## src/rtl/fmba_pkg.sv

```systemverilog
`default_nettype none
// ----------------------------------------------------------------------------
// fmba_pkg
// Shared types, codes and constants for the fit-mode block allocator.
// ----------------------------------------------------------------------------
package fmba_pkg;

  localparam int unsigned HeapBytesDefault   = 65536;
  localparam int unsigned MaxBlocksDefault   = 64;
  localparam int unsigned HeaderBytesDefault = 32;

  localparam int unsigned LenW  = 17;
  localparam int unsigned OffW  = 16;
  localparam int unsigned CfgW  = 17;
  localparam int unsigned CfgIdxW = 1;

  localparam logic [CfgIdxW-1:0] CfgHeapSize = 1'b0;
  localparam logic [CfgIdxW-1:0] CfgFitMode  = 1'b1;

  localparam logic OpAlloc = 1'b0;
  localparam logic OpFree  = 1'b1;

  localparam logic [1:0] StOk      = 2'd0;
  localparam logic [1:0] StNoSpace = 2'd1;
  localparam logic [1:0] StBadPtr  = 2'd2;

  localparam logic [1:0] FitFirst = 2'd0;
  localparam logic [1:0] FitBest  = 2'd1;
  localparam logic [1:0] FitWorst = 2'd2;
  localparam logic [1:0] FitNone  = 2'd3;

  typedef enum logic [2:0] {
    S_IDLE,
    S_SCAN,
    S_SHIFT,
    S_WRITE,
    S_DONE
  } state_e;

  // controller to datapath
  typedef struct packed {
    logic start;
    logic scan_step;
    logic shift_step;
    logic write_new;
    logic commit;
  } dp_cmd_t;

  // datapath to controller
  typedef struct packed {
    logic early_fail;
    logic scan_last;
    logic scan_hit;
    logic shift_last;
    logic is_free;
  } dp_sts_t;

endpackage
`default_nettype wire

```

## src/rtl/fmba_if.sv

```systemverilog
`default_nettype none
// ----------------------------------------------------------------------------
// fmba_req_if / fmba_rsp_if
// Valid/ready channels for request and result words.
// ----------------------------------------------------------------------------
interface fmba_req_if;
  logic                              valid;
  logic                              ready;
  logic                              op;
  logic [fmba_pkg::LenW-1:0]         request_size;
  logic [fmba_pkg::OffW-1:0]         free_offset;
  modport source (output valid, op, request_size, free_offset, input ready);
  modport sink   (input valid, op, request_size, free_offset, output ready);
endinterface

interface fmba_rsp_if;
  logic                              valid;
  logic                              ready;
  logic [1:0]                        status;
  logic [fmba_pkg::OffW-1:0]         block_offset;
  logic [fmba_pkg::LenW-1:0]         granted_size;
  modport source (output valid, status, block_offset, granted_size, input ready);
  modport sink   (input valid, status, block_offset, granted_size, output ready);
endinterface
`default_nettype wire

```

## src/rtl/fmba_ctrl.sv

```systemverilog
`default_nettype none
// ----------------------------------------------------------------------------
// fmba_ctrl
// Sequencer: accept, scan table, shift entries, write, deliver result.
// ----------------------------------------------------------------------------
module fmba_ctrl (
  input  wire logic             clk_i,
  input  wire logic             rst_ni,
  input  wire logic             in_valid_i,
  output logic                  in_ready_o,
  output logic                  out_valid_o,
  input  wire logic             out_ready_i,
  input  wire fmba_pkg::dp_sts_t sts_i,
  output fmba_pkg::dp_cmd_t     cmd_o
);

  fmba_pkg::state_e state_q, state_d;

  always_ff @(posedge clk_i or negedge rst_ni) begin
    if (!rst_ni) begin
      state_q <= fmba_pkg::S_IDLE;
    end else begin
      state_q <= state_d;
    end
  end

  always_comb begin
    state_d = state_q;
    unique case (state_q)
      fmba_pkg::S_IDLE: begin
        if (in_valid_i) state_d = fmba_pkg::S_SCAN;
      end
      fmba_pkg::S_SCAN: begin
        if (sts_i.early_fail) begin
          state_d = fmba_pkg::S_DONE;
        end else if (sts_i.scan_hit || sts_i.scan_last) begin
          if (sts_i.scan_hit) state_d = fmba_pkg::S_SHIFT;
          else state_d = fmba_pkg::S_DONE;
        end
      end
      fmba_pkg::S_SHIFT: begin
        if (sts_i.shift_last) begin
          state_d = sts_i.is_free ? fmba_pkg::S_DONE : fmba_pkg::S_WRITE;
        end
      end
      fmba_pkg::S_WRITE: state_d = fmba_pkg::S_DONE;
      fmba_pkg::S_DONE: begin
        if (out_ready_i) state_d = fmba_pkg::S_IDLE;
      end
      default: state_d = fmba_pkg::S_IDLE;
    endcase
  end

  always_comb begin
    cmd_o       = '0;
    in_ready_o  = 1'b0;
    out_valid_o = 1'b0;
    unique case (state_q)
      fmba_pkg::S_IDLE: begin
        in_ready_o  = 1'b1;
        cmd_o.start = in_valid_i;
      end
      fmba_pkg::S_SCAN:  cmd_o.scan_step  = !sts_i.early_fail;
      fmba_pkg::S_SHIFT: cmd_o.shift_step = 1'b1;
      fmba_pkg::S_WRITE: cmd_o.write_new  = 1'b1;
      fmba_pkg::S_DONE: begin
        out_valid_o  = 1'b1;
        cmd_o.commit = out_ready_i;
      end
      default: ;
    endcase
  end

`ifndef SYNTH
  a_ready_idle: assert property (@(posedge clk_i) disable iff (!rst_ni)
    in_ready_o |-> !out_valid_o) else $error("ready while result pending");
  a_done_hold: assert property (@(posedge clk_i) disable iff (!rst_ni)
    (out_valid_o && !out_ready_i) |=> out_valid_o) else $error("result dropped");
  a_start_scan: assert property (@(posedge clk_i) disable iff (!rst_ni)
    cmd_o.start |=> state_q == fmba_pkg::S_SCAN) else $error("start lost");
`endif

endmodule
`default_nettype wire

```

## src/rtl/fmba_dp.sv

```systemverilog
`default_nettype none
// ----------------------------------------------------------------------------
// fmba_dp
// Block table memory, hole scan, entry shifter and result register.
// ----------------------------------------------------------------------------
module fmba_dp #(
  parameter int unsigned HEAP_BYTES   = fmba_pkg::HeapBytesDefault,
  parameter int unsigned MAX_BLOCKS   = fmba_pkg::MaxBlocksDefault,
  parameter int unsigned HEADER_BYTES = fmba_pkg::HeaderBytesDefault
) (
  input  wire logic                        clk_i,
  input  wire logic                        rst_ni,
  input  wire logic                        cfg_we_i,
  input  wire logic [fmba_pkg::CfgIdxW-1:0] cfg_idx_i,
  input  wire logic [fmba_pkg::CfgW-1:0]   cfg_data_i,
  input  wire logic                        op_i,
  input  wire logic [fmba_pkg::LenW-1:0]   request_size_i,
  input  wire logic [fmba_pkg::OffW-1:0]   free_offset_i,
  input  wire fmba_pkg::dp_cmd_t           cmd_i,
  output fmba_pkg::dp_sts_t                sts_o,
  output logic [1:0]                       status_o,
  output logic [fmba_pkg::OffW-1:0]        block_offset_o,
  output logic [fmba_pkg::LenW-1:0]        granted_size_o
);

  localparam int unsigned IdxW = $clog2(MAX_BLOCKS);
  localparam int unsigned CntW = $clog2(MAX_BLOCKS + 1);
  localparam int unsigned AW   = 19;  // holds start + header + length
  localparam logic [fmba_pkg::LenW-1:0] HeapLimit =
    (HEAP_BYTES < 65536) ? fmba_pkg::LenW'(HEAP_BYTES) : fmba_pkg::LenW'(65536);
  localparam logic [AW-1:0] Hdr = AW'(HEADER_BYTES);
  localparam logic [CntW-1:0] CntMax = CntW'(MAX_BLOCKS);

  // table, one word holds start and length
  logic [fmba_pkg::OffW+fmba_pkg::LenW-1:0] mem [MAX_BLOCKS];
  logic [fmba_pkg::OffW+fmba_pkg::LenW-1:0] rd_q;

  logic [fmba_pkg::LenW-1:0] heap_q;
  logic [1:0]                fit_q;
  logic [CntW-1:0]           cnt_q;

  logic                      op_q;
  logic [fmba_pkg::LenW-1:0] size_q;
  logic [fmba_pkg::OffW-1:0] foff_q;
  logic [AW-1:0]             need_q;
  logic [CntW-1:0]           i_q;      // scan index
  logic                      rd_ok_q;  // rd_q holds entry i_q
  logic [AW-1:0]             prev_q;
  logic                      found_q;
  logic [AW-1:0]             ppos_q, phole_q;
  logic [CntW-1:0]           pidx_q;
  logic [CntW-1:0]           k_q;      // shift index
  logic [1:0]                st_q;
  logic [fmba_pkg::OffW-1:0] boff_q;
  logic [fmba_pkg::LenW-1:0] gsz_q;

  // scan combinational view
  logic              at_end;
  logic [AW-1:0]     lim, hole, ent_end;
  logic              fits, take, brk, match;
  logic [fmba_pkg::OffW-1:0] ent_start;
  logic [fmba_pkg::LenW-1:0] ent_len;

  assign ent_start = rd_q[fmba_pkg::OffW+fmba_pkg::LenW-1:fmba_pkg::LenW];
  assign ent_len   = rd_q[fmba_pkg::LenW-1:0];
  assign at_end    = (i_q == cnt_q);
  assign lim       = at_end ? AW'(heap_q) : AW'(ent_start);
  assign hole      = (lim > prev_q) ? lim - prev_q : '0;
  assign ent_end   = AW'(ent_start) + Hdr + AW'(ent_len);
  assign fits      = hole >= need_q;
  assign take      = fits && (!found_q || (fit_q == fmba_pkg::FitBest && hole < phole_q)
                     || (fit_q == fmba_pkg::FitWorst && hole > phole_q));
  assign brk       = fits && (fit_q == fmba_pkg::FitFirst ||
                     (fit_q == fmba_pkg::FitBest && hole == need_q));
  assign match     = !at_end && (ent_start == foff_q);

  logic early_alloc, early_free;
  assign early_alloc = (fit_q == fmba_pkg::FitNone) || (need_q > AW'(heap_q)) ||
                       (cnt_q >= CntMax);
  assign early_free  = AW'(foff_q) >= AW'(heap_q);

  // read address: scan reads index i_q, shifts read neighbor
  logic [IdxW-1:0] ra;
  logic            scan_wait;
  assign scan_wait = !rd_ok_q && !at_end;

  logic [CntW-1:0] kp1, km1;
  assign kp1 = k_q + 1'b1;
  assign km1 = k_q - 1'b1;

  always_comb begin
    ra = i_q[IdxW-1:0];
    if (cmd_i.shift_step) begin
      ra = op_q ? kp1[IdxW-1:0] : km1[IdxW-1:0];
    end
  end

  // shift phase: each entry is read, then written, via rd_ok_q toggling
  logic shift_done;
  assign shift_done = op_q ? (kp1 >= cnt_q) : (k_q <= pidx_q);

  always_comb begin
    sts_o.is_free    = op_q;
    sts_o.early_fail = (i_q == '0) && !rd_ok_q && (op_q ? early_free : early_alloc);
    sts_o.scan_hit   = op_q ? (rd_ok_q && match)
                            : (!scan_wait && (at_end || brk) && (take || found_q));
    sts_o.scan_last  = op_q ? (rd_ok_q && at_end) || (at_end && !rd_ok_q && i_q != '0)
                            || (cnt_q == '0)
                            : (!scan_wait && at_end);
    sts_o.shift_last = shift_done || (rd_ok_q && (op_q ? (kp1 + 1'b1 >= cnt_q)
                                                        : (km1 <= pidx_q)));
  end

  always_ff @(posedge clk_i) begin
    rd_q <= mem[ra];
    if (cmd_i.shift_step && rd_ok_q && !shift_done) begin
      mem[k_q[IdxW-1:0]] <= rd_q;
    end
    if (cmd_i.write_new) begin
      mem[pidx_q[IdxW-1:0]] <= {ppos_q[fmba_pkg::OffW-1:0], gsz_q};
    end
  end

  always_ff @(posedge clk_i or negedge rst_ni) begin
    if (!rst_ni) begin
      heap_q <= HeapLimit;
      fit_q  <= fmba_pkg::FitFirst;
      cnt_q  <= '0;
    end else begin
      if (cfg_we_i) begin
        if (cfg_idx_i == fmba_pkg::CfgHeapSize) begin
          heap_q <= (cfg_data_i > HeapLimit) ? HeapLimit : cfg_data_i;
        end else begin
          fit_q <= cfg_data_i[1:0];
        end
      end
      if (cmd_i.commit && st_q == fmba_pkg::StOk) begin
        cnt_q <= op_q ? cnt_q - 1'b1 : cnt_q + 1'b1;
      end
    end
  end

  always_ff @(posedge clk_i) begin
    if (cmd_i.start) begin
      op_q    <= op_i;
      size_q  <= request_size_i;
      foff_q  <= free_offset_i;
      need_q  <= AW'(request_size_i) + Hdr;
      i_q     <= '0;
      rd_ok_q <= 1'b0;
      prev_q  <= '0;
      found_q <= 1'b0;
      st_q    <= op_i ? fmba_pkg::StBadPtr : fmba_pkg::StNoSpace;
      boff_q  <= op_i ? free_offset_i : '0;
      gsz_q   <= '0;
    end else if (cmd_i.scan_step) begin
      if (scan_wait) begin
        rd_ok_q <= 1'b1;
      end else if (op_q) begin
        if (match) begin
          st_q   <= fmba_pkg::StOk;
          gsz_q  <= ent_len;
          k_q    <= i_q;
          rd_ok_q <= 1'b0;
        end else begin
          i_q     <= i_q + 1'b1;
          rd_ok_q <= 1'b0;
        end
      end else begin
        if (take) begin
          found_q <= 1'b1;
          ppos_q  <= prev_q;
          phole_q <= hole;
          pidx_q  <= i_q;
        end
        if ((at_end || brk) && (take || found_q)) begin
          st_q   <= fmba_pkg::StOk;
          k_q    <= cnt_q;
          rd_ok_q <= 1'b0;
          begin : grant
            logic [AW-1:0] ph, pp, lo;
            ph = take ? hole : phole_q;
            pp = take ? prev_q : ppos_q;
            lo = ph - need_q;
            boff_q <= pp[fmba_pkg::OffW-1:0];
            gsz_q  <= (lo < Hdr) ? size_q + lo[fmba_pkg::LenW-1:0] : size_q;
          end
        end else begin
          prev_q  <= ent_end;
          i_q     <= i_q + 1'b1;
          rd_ok_q <= 1'b0;
        end
      end
    end else if (cmd_i.shift_step) begin
      if (!rd_ok_q) begin
        rd_ok_q <= !shift_done;
      end else begin
        rd_ok_q <= 1'b0;
        k_q <= op_q ? kp1 : km1;
      end
    end
  end

  assign status_o       = st_q;
  assign block_offset_o = boff_q;
  assign granted_size_o = gsz_q;

`ifndef SYNTH
  a_cnt_bound: assert property (@(posedge clk_i) disable iff (!rst_ni)
    cnt_q <= CntMax) else $error("block count overflow");
  a_heap_bound: assert property (@(posedge clk_i) disable iff (!rst_ni)
    heap_q <= HeapLimit) else $error("heap size above limit");
  a_commit_cnt: assert property (@(posedge clk_i) disable iff (!rst_ni)
    (cmd_i.commit && st_q != fmba_pkg::StOk) |=> $stable(cnt_q))
    else $error("count changed on failure");
`endif

endmodule
`default_nettype wire

```

## src/rtl/fit_mode_block_allocator.sv

```systemverilog
`default_nettype none
// ----------------------------------------------------------------------------
// fit_mode_block_allocator
// Heap block allocator with first, best and worst fit placement.
// ----------------------------------------------------------------------------
// One request is handled at a time. The scan walks the address-ordered block
// table, reading each entry into a register before it is checked; inserting or
// removing a block then moves the entries above it, each read and then written.
// The result word is held until taken.
module fit_mode_block_allocator #(
  parameter int unsigned HEAP_BYTES   = fmba_pkg::HeapBytesDefault,
  parameter int unsigned MAX_BLOCKS   = fmba_pkg::MaxBlocksDefault,
  parameter int unsigned HEADER_BYTES = fmba_pkg::HeaderBytesDefault
) (
  input  wire logic                         clk_i,
  input  wire logic                         rst_ni,
  input  wire logic                         cfg_we_i,
  input  wire logic [fmba_pkg::CfgIdxW-1:0] cfg_idx_i,
  input  wire logic [fmba_pkg::CfgW-1:0]    cfg_data_i,
  fmba_req_if.sink                          req,
  fmba_rsp_if.source                        rsp
);

  fmba_pkg::dp_cmd_t cmd;
  fmba_pkg::dp_sts_t sts;

  fmba_ctrl u_ctrl (
    .clk_i       (clk_i),
    .rst_ni      (rst_ni),
    .in_valid_i  (req.valid),
    .in_ready_o  (req.ready),
    .out_valid_o (rsp.valid),
    .out_ready_i (rsp.ready),
    .sts_i       (sts),
    .cmd_o       (cmd)
  );

  fmba_dp #(
    .HEAP_BYTES   (HEAP_BYTES),
    .MAX_BLOCKS   (MAX_BLOCKS),
    .HEADER_BYTES (HEADER_BYTES)
  ) u_dp (
    .clk_i          (clk_i),
    .rst_ni         (rst_ni),
    .cfg_we_i       (cfg_we_i),
    .cfg_idx_i      (cfg_idx_i),
    .cfg_data_i     (cfg_data_i),
    .op_i           (req.op),
    .request_size_i (req.request_size),
    .free_offset_i  (req.free_offset),
    .cmd_i          (cmd),
    .sts_o          (sts),
    .status_o       (rsp.status),
    .block_offset_o (rsp.block_offset),
    .granted_size_o (rsp.granted_size)
  );

endmodule
`default_nettype wire
```

## src/flat_wrapper.sv

```systemverilog
// flat-port wrapper written by rule: the top's interface ports become plain ports
module fit_mode_block_allocator_flat 
#(
  parameter int unsigned HEAP_BYTES   = fmba_pkg::HeapBytesDefault,
  parameter int unsigned MAX_BLOCKS   = fmba_pkg::MaxBlocksDefault,
  parameter int unsigned HEADER_BYTES = fmba_pkg::HeaderBytesDefault
)
  (clk_i, rst_ni, cfg_we_i, cfg_idx_i, cfg_data_i, req_valid, req_op, req_request_size, req_free_offset, req_ready, rsp_valid, rsp_status, rsp_block_offset, rsp_granted_size, rsp_ready);
  fmba_req_if req_i ();
  fmba_rsp_if rsp_i ();
  input  wire logic clk_i;
  input  wire logic rst_ni;
  input  wire logic cfg_we_i;
  input  wire logic [fmba_pkg::CfgIdxW-1:0] cfg_idx_i;
  input  wire logic [fmba_pkg::CfgW-1:0] cfg_data_i;
  input wire logic [$bits(req_i.valid)-1:0] req_valid;
  input wire logic [$bits(req_i.op)-1:0] req_op;
  input wire logic [$bits(req_i.request_size)-1:0] req_request_size;
  input wire logic [$bits(req_i.free_offset)-1:0] req_free_offset;
  output wire logic [$bits(req_i.ready)-1:0] req_ready;
  output wire logic [$bits(rsp_i.valid)-1:0] rsp_valid;
  output wire logic [$bits(rsp_i.status)-1:0] rsp_status;
  output wire logic [$bits(rsp_i.block_offset)-1:0] rsp_block_offset;
  output wire logic [$bits(rsp_i.granted_size)-1:0] rsp_granted_size;
  input wire logic [$bits(rsp_i.ready)-1:0] rsp_ready;
  assign req_i.valid = req_valid;
  assign req_i.op = req_op;
  assign req_i.request_size = req_request_size;
  assign req_i.free_offset = req_free_offset;
  assign req_ready = req_i.ready;
  assign rsp_valid = rsp_i.valid;
  assign rsp_status = rsp_i.status;
  assign rsp_block_offset = rsp_i.block_offset;
  assign rsp_granted_size = rsp_i.granted_size;
  assign rsp_i.ready = rsp_ready;
  fit_mode_block_allocator #(.HEAP_BYTES(HEAP_BYTES), .MAX_BLOCKS(MAX_BLOCKS), .HEADER_BYTES(HEADER_BYTES)) u_core (.clk_i(clk_i), .rst_ni(rst_ni), .cfg_we_i(cfg_we_i), .cfg_idx_i(cfg_idx_i), .cfg_data_i(cfg_data_i), .req(req_i), .rsp(rsp_i));
endmodule
```

## config.mk

```make
export PLATFORM = sky130hd
export DESIGN_NAME = fit_mode_block_allocator_flat
export DESIGN_NICKNAME = d
export VERILOG_FILES = /design/src/rtl/fmba_pkg.sv /design/src/rtl/fmba_if.sv /design/src/rtl/fmba_ctrl.sv /design/src/rtl/fmba_dp.sv /design/src/rtl/fit_mode_block_allocator.sv /design/src/flat_wrapper.sv
export SDC_FILE = /design/constraint.sdc
export NUM_CORES = 2
export LEC_CHECK = 0
export BUFFER_PORTS_ARGS = -buffer_cell sky130_fd_sc_hd__buf_2
export CAP_MARGIN = 10
export CORE_MARGIN = 4
export CORE_UTILIZATION = 35
export DETAILED_ROUTE_END_ITERATION = 10
export GPL_ROUTABILITY_DRIVEN = 0
export HOLD_SLACK_MARGIN = 0.05
export PLACE_DENSITY = 0.54
export SLEW_MARGIN = 20
export SYNTH_ARGS = -nofsm -noshare
export SYNTH_HDL_FRONTEND = slang
export SYNTH_SLANG_ARGS = --single-unit
```

## constraint.sdc

```tcl
create_clock -name clk_i -period 14.2 [get_ports clk_i]
set_clock_uncertainty 0.1 [all_clocks]
set_input_delay 1.42 -clock clk_i [delete_from_list [all_inputs] [get_ports clk_i]]
set_output_delay 1.42 -clock clk_i [all_outputs]
set_load 0.02 [all_outputs]
```

== Word-level counts from Yosys, hierarchy flattened ==
Memory sizes are Yosys's and may differ from the RTL's. A register that Yosys moved wholly into a read port is not among the register bits.
Cells that the tools add are included.

* Bitwise gates (word level): 5
* Equality and inequality tests: 23
* Magnitude comparators: 13
* Reduce and logical (&&, ||, !) cells: 63
* Muxes and demuxes: 67
* Add/sub/neg operators: 12

{| class="wikitable"
|+ Operators with widths
! kind !! number
|-
| 16-bit 2-to-1 mux || 7
|-
| 17-bit 2-to-1 mux || 6
|-
| 7-bit 2-to-1 mux || 12
|-
| 19-bit 2-to-1 mux || 2
|-
| 33-bit 2-to-1 mux || 1
|-
| 33-bit OR reduction || 1
|-
| 4-bit AND reduction || 8
|-
| 7-bit by 1-bit adder with 7-bit output (second input constant) || 4
|-
| 1-bit logical AND || 21
|-
| 1-bit 2-to-1 mux || 21
|-
| 3-bit 2-to-1 mux || 7
|-
| 19-bit == test || 1
|-
| 19-bit greater-or-equal comparator || 1
|-
| 19-bit by 17-bit greater-than comparator with 1-bit output || 1
|-
| 19-bit greater-than comparator || 1
|-
| 19-bit < comparator || 1
|-
| 19-bit by 6-bit < comparator with 1-bit output (second input constant) || 1
|-
| 17-bit by 18-bit subtractor with 19-bit output || 1
|-
| 19-bit subtractor || 1
|-
| 17-bit by 17-bit adder with 18-bit output || 1
|-
| 17-bit by 6-bit adder with 18-bit output (second input constant) || 1
|-
| 17-bit by 18-bit greater-than comparator with 1-bit output || 1
|-
| 6-bit 2-to-1 mux || 3
|-
| 16-bit by 6-bit adder with 17-bit output (second input constant) || 1
|-
| 32 further kinds || 78
|}

* Input port bits: 57
* Output and inout bits: 37
* Memories: 1
* Bits in writable memories: 2,112
* Bits in registers: 193
* Logic and storage cells: 203

{| class="wikitable"
|+ Memory list
! memory !! words !! width !! rd ports !! clocked after Yosys merged registers in !! write ports !! line !! RTL
|-
| u_core.u_dp.mem || 64 || 33 || 1 || 1 || 1 || fmba_dp.sv:35 || <nowiki>logic [fmba_pkg::OffW+fmba_pkg::LenW-1:0] mem [MAX_BLOCKS];</nowiki>
|}

== Depth between registers and ports, before layout ==
* Depth after elaboration: 16
* Mapped depth: 52
* Depth with buffers taken out: 48

== Modules after synthesis ==
Synthesis repeated with hierarchy kept, for this count alone.

* Cells, all modules: 10,958
* Area, all modules: 125,354.0 µm²

{| class="wikitable"
|+ Modules (own cells, without submodules)
! module !! times used !! cells each !! area each (µm²)
|-
| fmba_dp || 1 || 10,930 || 125,107.5
|-
| fmba_ctrl || 1 || 28 || 246.5
|}

== Worst setup path before layout ==
OpenSTA, ideal clock, no wires.

* Path kind: register to register
* Start: register u_core.u_dp.cnt_q[0]
* End: register u_core.u_dp.gsz_q, in the netlist u_core.u_dp.granted_size_o[11]
* Path buffers: 5
* Arrival: 10,252 ps
* Setup slack: 3,785 ps
* Data required time: 14,037 ps
* Stages on the path, launching flop included: 48
* Library setup time: 63 ps
* Clock period less this slack: 10,415 ps
* Path through: dfrtp_1 -> clkbuf_1 -> xnor2_1 -> nand4_1 -> nor4_1 -> clkbuf_1 -> buf_1 -> mux2_2 -> ha_1 -> a21o_1 -> a221o_1 -> a21oi_2 -> o21bai_1 -> a21oi_1 -> o21bai_1 -> a21oi_1 -> nor2b_1 -> o21ai_0 -> [12 not listed] -> clkbuf_1 -> mux2_2 -> fa_1 -> a21o_1 -> a21oi_1 -> o21ai_0 -> a221o_1 -> a211oi_1 -> o21ai_0 -> a31oi_1 -> xnor2_1 -> nor4b_1 -> nand2_1 -> a211oi_2 -> nand4bb_2 -> buf_6 -> or4_1 -> nand3_1

* Word-level cells in the longest chain between the ends: 15
* Elaborated cells on any way between the ends: 40
* Classes of those cells: 3 x add/sub; 6 x order compare; 3 x eq/ne; 8 x mux; 1 x bitwise; 19 x reduce/logical

{| class="wikitable"
|+ Ends and longest elaborated chain
! element !! line !! RTL
|-
| start: declaration || fmba_dp.sv:40 || <nowiki>logic [CntW-1:0] cnt_q;</nowiki>
|-
| start signal: assignment || fmba_dp.sv:138 || <nowiki>cnt_q <= op_q ? cnt_q - 1'b1 : cnt_q + 1'b1;</nowiki>
|-
| 7-bit == test || fmba_dp.sv:66 || <nowiki>assign at_end = (i_q == cnt_q);</nowiki>
|-
| 17-bit 2-to-1 mux || fmba_dp.sv:67 || <nowiki>assign lim = at_end ? AW'(heap_q) : AW'(ent_start);</nowiki>
|-
| 17-bit by 18-bit subtractor with 19-bit output or 17-bit by 18-bit greater-than comparator with 1-bit output (tied branches) || fmba_dp.sv:68 || <nowiki>assign hole = (lim > prev_q) ? lim - prev_q : '0;</nowiki>
|-
| 19-bit 2-to-1 mux || fmba_dp.sv:68 ||
|-
| 19-bit < comparator || fmba_dp.sv:71 || <nowiki>assign take = fits && (!found_q || (fit_q == fmba_pkg::FitBest && hole < phole_q)</nowiki>
|-
| 1-bit logical AND || fmba_dp.sv:71 ||
|-
| 1-bit logical OR || fmba_dp.sv:71 ||
|-
| 1-bit logical OR || fmba_dp.sv:72 || <nowiki>|| (fit_q == fmba_pkg::FitWorst && hole > phole_q));</nowiki>
|-
| 1-bit logical AND || fmba_dp.sv:71 ||
|-
| 19-bit 2-to-1 mux || - ||
|-
| 19-bit subtractor || fmba_dp.sv:184 || <nowiki>lo = ph - need_q;</nowiki>
|-
| 17-bit adder or 19-bit by 6-bit < comparator with 1-bit output (tied branches) || fmba_dp.sv:186 || <nowiki>gsz_q <= (lo < Hdr) ? size_q + lo[fmba_pkg::LenW-1:0] : size_q;</nowiki>
|-
| 17-bit 2-to-1 mux || fmba_dp.sv:186 ||
|-
| 17-bit 2-to-1 mux || fmba_dp.sv:176 || <nowiki>if ((at_end || brk) && (take || found_q)) begin</nowiki>
|-
| 17-bit 2-to-1 mux || fmba_dp.sv:159 || <nowiki>end else if (op_q) begin</nowiki>
|-
| end signal: assignment || fmba_dp.sv:162 || <nowiki>gsz_q <= ent_len;</nowiki>
|-
| end signal: assignment || fmba_dp.sv:186 ||
|-
| end: declaration || fmba_dp.sv:55 || <nowiki>logic [fmba_pkg::LenW-1:0] gsz_q;</nowiki>
|}

Several ways; a longest one is shown, not always the timed one. The select of a mux whose other input is x is not followed.
A chain may end at the register's enable or synchronous reset.

== Worst setup path after layout ==
* Start: register u_core.u_dp.i_q[2]
* End: register u_core.u_dp.gsz_q, in the netlist u_core.u_dp.granted_size_o[0]

* Word-level cells in the longest chain between the ends: 15
* Elaborated cells on any way between the ends: 39
* Classes of those cells: 3 x add/sub; 5 x order compare; 3 x eq/ne; 7 x mux; 1 x bitwise; 20 x reduce/logical

{| class="wikitable"
|+ Ends and longest elaborated chain
! element !! line !! RTL
|-
| start: declaration || fmba_dp.sv:46 || <nowiki>logic [CntW-1:0] i_q;</nowiki>
|-
| start signal: assignment || fmba_dp.sv:166 || <nowiki>i_q <= i_q + 1'b1;</nowiki>
|-
| start signal: assignment || fmba_dp.sv:190 || <nowiki>i_q <= i_q + 1'b1;</nowiki>
|-
| 7-bit == test || fmba_dp.sv:66 ||
|-
| 17-bit 2-to-1 mux || fmba_dp.sv:67 ||
|-
| 17-bit by 18-bit subtractor with 19-bit output or 17-bit by 18-bit greater-than comparator with 1-bit output (tied branches) || fmba_dp.sv:68 ||
|-
| 19-bit 2-to-1 mux || fmba_dp.sv:68 ||
|-
| 19-bit < comparator || fmba_dp.sv:71 ||
|-
| 1-bit logical AND || fmba_dp.sv:71 ||
|-
| 1-bit logical OR || fmba_dp.sv:71 ||
|-
| 1-bit logical OR || fmba_dp.sv:72 ||
|-
| 1-bit logical AND || fmba_dp.sv:71 ||
|-
| 19-bit 2-to-1 mux || - ||
|-
| 19-bit subtractor || fmba_dp.sv:184 ||
|-
| 17-bit adder or 19-bit by 6-bit < comparator with 1-bit output (tied branches) || fmba_dp.sv:186 ||
|-
| 17-bit 2-to-1 mux || fmba_dp.sv:186 ||
|-
| 17-bit 2-to-1 mux || fmba_dp.sv:176 ||
|-
| 17-bit 2-to-1 mux || fmba_dp.sv:159 ||
|}

Several ways; a longest one is shown, not always the timed one. The select of a mux whose other input is x is not followed.

==> results.cfg <==
[status]
status = completed

[critical_path]
cpPeakStageDelay_ps = 670
crit_family = compound AO/OA/AOI/OAI gates
ff2ff_setup_slack_ps = 2230
cp.buffers_inverters = 2
crit_type = flip-flop to flip-flop
crit_slowest_cell = nand4bb_2
reg2regPathDepth = 43
cp_common_cell = a21oi_1
cp.required_ps = 14880
cp_max_fo = 33
reg2reg_to = u_core.u_dp.granted_size_o[0]
rr_startpoint = u_core.u_dp.i_q[2]
critPathCaptureType = flip-flop
critPathArrivalTime_ps = 12650
critPathLaunchType = flip-flop

[logic_synthesis]
synth_seq_cells = 2332
yosys.area.top_type_share_pct = 67.18
synth_area_per_cell_sq_um = 12.28
synth_cell_types = 90
synth_warnings = 0
synth_top_area_cell = edfxtp_1
synth_seq_area_share_pct = 69.46
synthTopCellsByArea = edfxtp_1 (67%), nand2_1 (9.0%), a311oi_1 (3.5%), nand3_1 (3.0%), ha_1 (2.4%)
synth-main-ff-cell = edfxtp_1
async_reset_ff_share_pct = 1.244
netlist_area_sq_um = 99500
synth_edf_count = 2226
synthesis.instances = 8103

[die]
io_pins = 94
dieHeight_microns = 541.2
start_util_pct = 35.22
row_count = 195
dieArea_sq_um = 292900
core-area_sq_um = 282500
die_w_microns = 541.2

[final_layout]
post-route-util_pct = 39.77
synthToLayoutAreaGrowth_pct = 12.92
fin_nets = 8337
layout_commonest_cell = nand2_1
mostFrequentLayoutCells = nand2_1 (2,350), edfxtp_1 (2,226), nand3_1 (602), a311oi_1 (399), and3_1 (289)
drive_above_1_share_pct = 9.283

[route]
vias = 66452
antenna_left = 0
wl_microns = 308100
wire_per_inst_microns = 25.63
drcViolationCount = 0
detailedRoute.firstIterationViolations = 6867
viasPerCell = 5.528
dr.pass1.iters = 6

[worst_hold_path]
min-delay-start = u_core.u_dp.prev_q[3]
min_path_type = flip-flop to flip-flop
hold_path_depth = 2
hold_end = u_core.u_dp.prev_q[3]

[place]
numPortBuffers = 93
dp_hpwl_microns = 167400

[clocking]
max-clock-path-buffers = 4
postCtsSetupRepairBufs = 0
numClockSinks = 2332
cts_tree = built
htreeDepth = 4
cts-root-buf = clkbuf_16
worst_skew_pair.late_latency_ps = 890
clk_pin_slew_ps = 60
numCtsBuffers = 236
ctsResizeCount = 0
hold_buffers = 0

[sta]
setup_violations = 0
period_share_pct = 84.31
slew_headroom_pct = 19.25
whs_ps = 398.8
drv_slew = 0
finalSetupTns_ps = 0
worst_slew_pin_slew_ps = 1211
period_needed_ps = 11970
finalHoldViolations = 0
rsz0062_at_grt = false
fmax_mhz = 83.53

[global_route]
grt_antenna_before_repair = 17
busiest_layer = met2
grt_overflow = 0
grt_pass1_vias = 63105
grt.total_usage_pct = 20.28
met2_usage_pct = 32.25
use_met1_pct = 28.25
grt_first_pass_wirelength_microns = 443800
globalRouteMet3Util_pct = 3.784
grt_max_degree = 147

[job]
maxCapViolations = 0

[power]
vdd_ir_drop_max_uv = 308.3
powerDensity_nw_per_um2 = 208.0
leakagePower_nw = 38.79
==> logic make-up after synthesis <==
family / Yosys count / synth area share [%]
compound gates: 1116 / 8.084
xor+xnor: 111 / 0.9771
fa+ha+maj: 195 / 2.487
buf+inv: 645 / 2.448
flops: 2332 / 69.46
mux: 66 / 0.7331
other cells: 1 / 0.003769
simple gates: 3637 / 15.80
==> tightest hold or removal path: cells and delay by family (launching register included) <==
kind | cells | cell delay (ps)
flip-flops | 1 | 300
buffers and inverters | 1 | 80
AO/OA/AOI/OAI | 1 | 70
==> state kept, by name, summed over array words and instances (netlist names), 7 cells and up <==
register                    count
u_core.u_dp.rd_q               33
u_core.u_dp.prev_q             18
u_core.u_dp.i_q                 7
u_core.u_dp.ppos_q             16
u_core.u_dp.heap_q             17
u_core.u_dp.mem              2112
u_core.u_dp.pidx_q              7
u_core.u_dp.size_q             17
u_core.u_dp.phole_q            19
u_core.u_dp.granted_size_o     17
u_core.u_dp.need_q             13
u_core.u_dp.foff_q             16
u_core.u_dp.block_offset_o     16
u_core.u_dp.cnt_q               7
u_core.u_dp.k_q                 7
==> area by class of cell <==
type / count / area (sq um)
flip-flops and latches: 2332 / 69110
diodes: 5 / 12.51
repair buffers: 268 / 2054
multi-input cells: 5127 / 28700
inverters: 121 / 455.4
clock inverters: 132 / 1125
fillers: 26531 / 170200
well taps: 3743 / 4683
clock buffers: 293 / 6213
==> routing by layer <==
metal  part of all wire [%]  wire length (microns)  up-vias
li1                       -                      -    29852
met1                     43                 132500    33589
met2                     46                 141500     2546
met3                    7.8                  24170      461
met4                    3.2                   9874        4
met5                 0.0065                     20        -
==> power by group <==
| group | internal [mW] | switching (mW) | total (mW) |
|---|---|---|---|
| logic | 2.80 | 5.64 | 8.44 |
| clock network | 3.43 | 2.63 | 6.05 |
| registers | 8.64 | 0.243 | 8.88 |
| total | 14.9 | 8.51 | 23.4 |
==> cells in the mapped netlist, types with 35 or more instances <==
master / n
clkbuf_1: 463
nand2_1: 2382
ha_1: 189
a21oi_1: 217
nor2_1: 162
a311oi_1: 399
mux2_2: 35
xnor2_1: 56
a211oi_1: 106
nand3_1: 602
o21ai_0: 96
inv_1: 120
a31oi_1: 146
and3_1: 289
a21o_1: 37
buf_1: 56
edfxtp_1: 2226
dfxtp_1: 77
xor2_1: 55
==> worst max-delay path by stage <==
| stage | startpoint | end | slack, ps | cells past startpoint |
|---|---|---|---|---|
| floorplan | u_core.u_dp.cnt_q[0] | u_core.u_dp.granted_size_o[11] | 3790 | 47 |
| global placement | u_core.u_dp.i_q[2] | u_core.u_dp.granted_size_o[1] | 2720 | 43 |
| detailed placement | u_core.u_dp.i_q[2] | u_core.u_dp.granted_size_o[0] | 2510 | 43 |
| CTS | u_core.u_dp.i_q[2] | u_core.u_dp.granted_size_o[0] | 2500 | 43 |
| global route | u_core.u_dp.i_q[2] | u_core.u_dp.granted_size_o[1] | 1460 | 43 |
| finish | u_core.u_dp.i_q[2] | u_core.u_dp.granted_size_o[0] | 2230 | 43 |
==> per-stage QoR <==
| step | setup slack, ps | instances | cell area, sq um | power, mW |
|---|---|---|---|---|
| 3_3_place_gp | 2725 | 11590 | 105000 | 17.21 |
| 2_1_floorplan | 3785 | 8104 | 99500 | 14.60 |
| 4_1_cts | 2499 | 12016 | 112300 | 23.40 |
| 5_1_grt | 1457 | 12016 | 112300 | 24.58 |
| 3_5_place_dp | 2514 | 11591 | 105000 | 17.35 |
| 6_report | 2228 | 12021 | 112400 | 23.37 |
Note: power is estimated with default switching activity, not from simulation.
